$ cat config.mk
export PLATFORM = sky130hd
export DESIGN_NAME = rwct_div
export DESIGN_NICKNAME = d
export VERILOG_FILES = /design/src/hdl/rwct_div.sv
export SDC_FILE = /design/constraint.sdc
export NUM_CORES = 2
export LEC_CHECK = 0
export BUFFER_PORTS_ARGS = -buffer_cell sky130_fd_sc_hd__buf_2
export CORE_UTILIZATION = 55
export DETAILED_ROUTE_END_ITERATION = 10
export GPL_ROUTABILITY_DRIVEN = 0
export GPL_TIMING_DRIVEN = 1
export PLACE_DENSITY = 0.71
export SLEW_MARGIN = 20
export SYNTH_ARGS = -nofsm -noshare
export SYNTH_HDL_FRONTEND = slang
export SYNTH_SLANG_ARGS = --single-unit
export TNS_END_PERCENT = 5
$ cat constraint.sdc
create_clock -name clk_i -period 3.8 [get_ports clk_i]
set_input_delay 0 -clock clk_i [delete_from_list [all_inputs] [get_ports clk_i]]
set_output_delay 0 -clock clk_i [all_outputs]
set_load 0.02 [all_outputs]
$ cat src/hdl/rwct_div.sv
// Pipelined restoring divider, one quotient bit per stage, with a sideband that rides along.
module rwct_div #(
  parameter int VW = 32,
  parameter int QW = 16,
  parameter int SW = 1
) (
  input  logic             clk_i,
  input  logic             rst_ni,
  input  logic             en_i,
  input  logic             valid_i,
  input  logic [VW+QW-1:0] dividend_i,  // upper VW bits must be below divisor_i
  input  logic [VW-1:0]    divisor_i,
  input  logic [SW-1:0]    side_i,
  output logic             valid_o,
  output logic [QW-1:0]    quot_o,
  output logic [VW-1:0]    rem_o,
  output logic [SW-1:0]    side_o
);

  logic [VW-1:0] r_q    [QW];
  logic [QW-1:0] dq_q   [QW];
  logic [VW-1:0] d_q    [QW];
  logic [SW-1:0] side_q [QW];
  logic [QW-1:0] vld_q;

  for (genvar k = 0; k < QW; k++) begin : g_stage
    logic [VW-1:0] r_src;
    logic [QW-1:0] dq_src;
    logic [VW-1:0] d_src;
    logic [SW-1:0] side_src;
    logic          vld_src;
    logic [VW:0]   t;
    logic          ge;

    if (k == 0) begin : g_first
      assign r_src    = dividend_i[VW+QW-1:QW];
      assign dq_src   = dividend_i[QW-1:0];
      assign d_src    = divisor_i;
      assign side_src = side_i;
      assign vld_src  = valid_i;
    end else begin : g_next
      assign r_src    = r_q[k-1];
      assign dq_src   = dq_q[k-1];
      assign d_src    = d_q[k-1];
      assign side_src = side_q[k-1];
      assign vld_src  = vld_q[k-1];
    end

    // shift in the next dividend bit, subtract when it fits
    assign t  = {r_src, dq_src[QW-1]};
    assign ge = (t >= {1'b0, d_src});

    always_ff @(posedge clk_i or negedge rst_ni) begin
      if (!rst_ni) begin
        vld_q[k] <= 1'b0;
      end else if (en_i) begin
        vld_q[k] <= vld_src;
      end
    end

    always_ff @(posedge clk_i) begin
      if (en_i) begin
        r_q[k]    <= ge ? VW'(t - {1'b0, d_src}) : t[VW-1:0];
        dq_q[k]   <= {dq_src[QW-2:0], ge};
        d_q[k]    <= d_src;
        side_q[k] <= side_src;
      end
    end
  end

  assign valid_o = vld_q[QW-1];
  assign quot_o  = dq_q[QW-1];
  assign rem_o   = r_q[QW-1];
  assign side_o  = side_q[QW-1];

endmodule

# Yosys cells after proc, flatten, opt, wreduce, memory -nomap -nowiden
# Memory sizes are Yosys's and may differ from the RTL's.
# Cells that the tools add are included.
[op_classes]
addsub = 16
magnitude_cmp = 16
n_mux = 18
[ops]
columns = ["cell", "count"]
rows = [
  ["$ge 33x32->1", 16],
  ["$mux 32", 16],
  ["$sub 32x32->32", 16],
  ["$mux 1", 2],
]
[word_totals]
regBits = 16
ram_bits = 1296
out_inout_bits = 50
elab_cells = 70
n_memories = 4
[memory_table]
columns = ["memory", "words", "width", "read_ports", "rd_ports_with_merged_regs", "wr", "line_no", "text"]
rows = [
  ["d_q", 16, 32, 15, 0, 16, "22", "logic [VW-1:0] d_q [QW];"],
  ["r_q", 16, 32, 16, 0, 16, "20", "logic [VW-1:0] r_q [QW];"],
  ["dq_q", 16, 16, 16, 0, 16, "21", "logic [QW-1:0] dq_q [QW];"],
  ["side_q", 16, 1, 16, 0, 16, "23", "logic [SW-1:0] side_q [QW];"],
]

# Logic depth before layout (Yosys ltp)
[logic_depth]
depth_word = 2
mapped_depth = 15
ltp_nobuf = 13

# Least setup slack after synthesis
# OpenSTA, ideal clock, no wires.
[synth_path]
path_kind = "register to register"
from = "memory r_q[0][6]"
to = "memory r_q[1][24], data pin"
setup_time_ns = 0.260
arrival_time_ns = 3.013
setup_slack_ns = 0.527
stages_incl_launch_ff = 14
path_buffers = 2
synth_period_minus_slack_ns = 3.273
cell_sequence = "edfxtp_1 > ha_1 > buf_2 > a211oi_2 > a21oi_1 > a21o_1 > a211oi_2 > a21oi_1 > o21ai_1 > o31ai_1 > a21o_1 > a31oi_4 > buf_4 > mux2_2"
[synth_lines]
columns = ["item", "line_no"]
rows = [
  ["start: declaration", "20"],
]

==> summary.md <==
| Metric | Value |
|---|---|
| Outcome | complete, but fails checks |
| Failing checks | setup timing |
| Die Span X | 364 um |
| Most frequent cells in the layout | edfxtp_1 (1264), inv_1 (659), ha_1 (511) |
| Final TNS setup | -166 ps |
| Largest net degree at the start of global routing | 141 |
| First-pass GRT wire length | 256000 um |
| Worst r2r src | r_q[10][1] |
| Syn nets | 6905 |
| Critical path class | in2reg |
| Cell Area, Synth | 72000 um2 |
| Post-synth EDFFs | 1264 |
| Prevailing post-synth register cell | edfxtp_1 |
| Max cap viols | 0 |
| Layout area overhead | 14.2% |
| Fill cell count | 9867 |
| Synth warn | 0 |
| Fin crit period | 3970 ps |
| Power Internal | 0.0443 W |
| Rows | 132 |
| Initial core utilization | 0.555 |
| R2R cell count | 12 |
| DR iter-0 viols | 4163 |
| RSZ-0062 raised after global routing | true |
| Final Hold Viols | 0 |
| Routed Antenna Nets | 0 |
| Fmax | 252 MHz |
| CP arrival | 4480 ps |
| Max rail drop VDD | 482 uV |
| Crit-path cells | dlygate4sd3_1, buf_2, inv_1, ha_1, fa_1, nor2b_1, o31a_1, o41ai_1, a21oi_1, a21oi_2, o21ai_0, a31oi_1, o211ai_1, xor2_1, mux2_4, dlygate4sd3_1 |
| Switching Share | 0.370 |
| Layout cells sized above 1 | 0.128 |
| Net Sw Power | 0.0260 W |
| DR DRC count | 0 |
| Final setup violating endpoints | 1 |
| Worst path required time | 4310 ps |
| IO Count | 135 |
| Clock buffer depth | 3 |
| Initial antenna violation count | 3 |
| Worst-path clk slew | 60 ps |
| Num Clock Sinks | 1280 |
| Final Cell Area | 82300 um2 |
| Fraction of registers with async set/reset | 0.0125 |
| Cells after Synth | 6292 |
| Cell mode on critical path | dlygate4sd3_1 |
| P per Cell Area | 855 nW/um2 |
| Number of vias per cell | 5.81 |
| Sequential power share | 0.331 |
| Root Buffer Master | clkbuf_16 |
| CTS tree | done |
| Comb power frac | 0.475 |
| Final-stage net count | 7359 |
| DRT Pass-1 Iters | 6 |
| Relative slew slack | 0.447 |
| Synth unique cells | 97 |
| Placed Instance Area | 76000 um2 |
| Count of pins over their slew limit | 0 |
| Die H | 364 um |
| Worst reg2reg path endpoint | r_q[11][30] |
| Mapped Avg Cell Area | 11.4 um2 |
| Core Box Area | 130000 um2 |
| Setup ws final | -166 ps |
| Hold path cells | 3 |
| Routed vias | 49900 |
| Setup Skew | 31.8 ps |
| Crit-path slowest cell | dlygate4sd3_1 |
| CTS Buf Count | 143 |
| Worst setup path end | r_q[0][30] |
| Clk_lat worst skew | 770 ps |
| Synth Register Bits | 1280 |
| Hold Path Class | in2reg |
| GR Util All Layers | 0.244 |
| LEAKAGE | 34.0 nW |
| Final Cycle Share | 1.04 |
| Clk pwr share | 0.195 |
| Sequential area share after synthesis | 0.533 |
| Flop2flop setup slack | 0 ps |
| Crit path launch | dividend_i[15] |
| Post-detailed-route wirelength per cell | 19.0 um |
| I/O Buffers | 134 |
| Max incr delay on CP | 550 ps |
| Die area | 132000 um2 |
| Vias in the first global route | 48400 |
| Nature of the critical path endpoint | register |
| Post-DP HPWL | 120000 um |
| Setup crit start kind | input port |
| Worst Tran Pin Value | 829 ps |
| Worst-path maximum fanout | 3 |
| Routed wire length | 163000 um |
| H-tree Lvls | 4 |
| Grt total ovfl | 0 |
| Most common cell after layout, fill and taps aside | edfxtp_1 |
## worst max-delay path: cells and delay by family
family,cells,cell delay (ps)
simple gates,1,80
buf+inv,4,1280
fa+ha+maj,2,540
mux,1,270
xor+xnor,1,180
compound gates,7,2110
## sequential cells by signal, summed over array words and instances, names as in the netlist
register and flops:
r_q 512, valid_o 1, d_q 480, side_q 16
dq_q 256, g_stage.vld_src 15
## power by group through the flow
stage	combinational, W	sequential, W	clock, W
global placement	0.0313	0.0235	0
finish	0.0334	0.0233	0.0137
detailed placement	0.0321	0.0235	0
floorplan	0.0240	0.0226	0
CTS	0.0325	0.0233	0.0140
global route	0.0367	0.0236	0.0145
## cells by family (layout without fill, tap and decap cells)
logic type / Yosys count / in the layout / share of synthesized area
AOI/OAI and AO/OA: 1640 / 1640 / 0.146
and+or+nand+nor: 1312 / 1312 / 0.0851
DFF: 1280 / 1280 / 0.533
buffers and inverters: 814 / 1377 / 0.0445
adders and majority gates: 528 / 528 / 0.0934
xor gates and xnor gates: 434 / 434 / 0.0528
muxes: 284 / 284 / 0.0455
other: 0 / 2 / 0
## how the worst min path moves through the flow
| stage | start | slack, ps | to |
|---|---|---|---|
| 5_1_grt | dividend_i[35] | 70 | r_q[0][20] |
| 3_5_place_dp | rst_ni | -70 | valid_o |
| 6_report | dividend_i[22] | 100 | r_q[0][7] |
| 4_1_cts | dividend_i[44] | 40 | r_q[0][29] |
| 2_1_floorplan | rst_ni | -300 | g_stage[10].vld_src |
| 3_3_place_gp | rst_ni | -80 | valid_o |
## per-layer routing
layer	vias to the layer above	GRT usage	part of all wire
met2	1760	0.401	0.46
met4	2	0.0964	0.039
met5	-	0	0.000049
li1	24000	-	-
met3	387	0.0451	0.066
met1	23800	0.321	0.43
## cell type report
type / count / area (um2) / area share
multi-input cells: 4198 / 30700 / 0.373
inverters: 661 / 2480 / 0.0302
repair buffers: 462 / 3910 / 0.0475
clock buffers: 177 / 3830 / 0.0466
clock inverters: 77 / 793 / 0.00964
flip-flops and latches: 1280 / 38400 / 0.466
diodes: 2 / 5.00 / 0.0000608
well taps: 1742 / 2180 / 0.0265
## per-stage QoR
| step | utilization | power (W) | hold slack (ps) | setup WS, ps | cells |
|---|---|---|---|---|---|
| after CTS | 0.632 | 0.0698 | 36.2 | 5.39 | 8586 |
| after detailed placement | 0.586 | 0.0556 | -67.7 | -25.1 | 8195 |
| after global placement | 0.586 | 0.0548 | -75.4 | 13.9 | 8195 |
| after floorplan | - | 0.0466 | -296 | 527 | 6292 |
| final | 0.635 | 0.0703 | 96.2 | -166 | 8599 |
| after global routing | 0.635 | 0.0748 | 71.9 | -176 | 8599 |
## cell usage after synthesis (23+ instances only)
master | number | area [um2]
o21bai_1 | 77 | 578
inv_1 | 659 | 2470
ha_1 | 512 | 6410
nand4_1 | 81 | 507
buf_2 | 33 | 165
o211ai_1 | 29 | 218
nor2_1 | 379 | 1420
nor2b_1 | 66 | 413
a31oi_1 | 57 | 357
nand2_1 | 389 | 1460
xnor2_1 | 268 | 2350
or3_1 | 23 | 144
and3_1 | 46 | 288
o31a_1 | 28 | 245
nor3_1 | 84 | 420
mux2_4 | 27 | 405
o21a_1 | 71 | 533
o31ai_1 | 41 | 308
nand2b_1 | 58 | 363
a21oi_1 | 501 | 2510
mux2_2 | 238 | 2680
clkbuf_1 | 93 | 349
xor2_1 | 166 | 1450
a211oi_1 | 39 | 293
buf_4 | 23 | 173
edfxtp_1 | 1264 | 38000
a21o_1 | 252 | 1890
nand3_1 | 102 | 510
o21ai_0 | 356 | 1780
## timing repair
action | CTS | global route
hold endpoints to repair | 258 | 0
hold buffers | 137 | 0
buffers inserted | 0 | 8
gates resized for setup | 3 | 34
pin swaps | 1 | 10
endpoints found under the setup margin | 11 | 264
cloned | 0 | 3
Note: power is estimated with default switching activity, not from simulation.
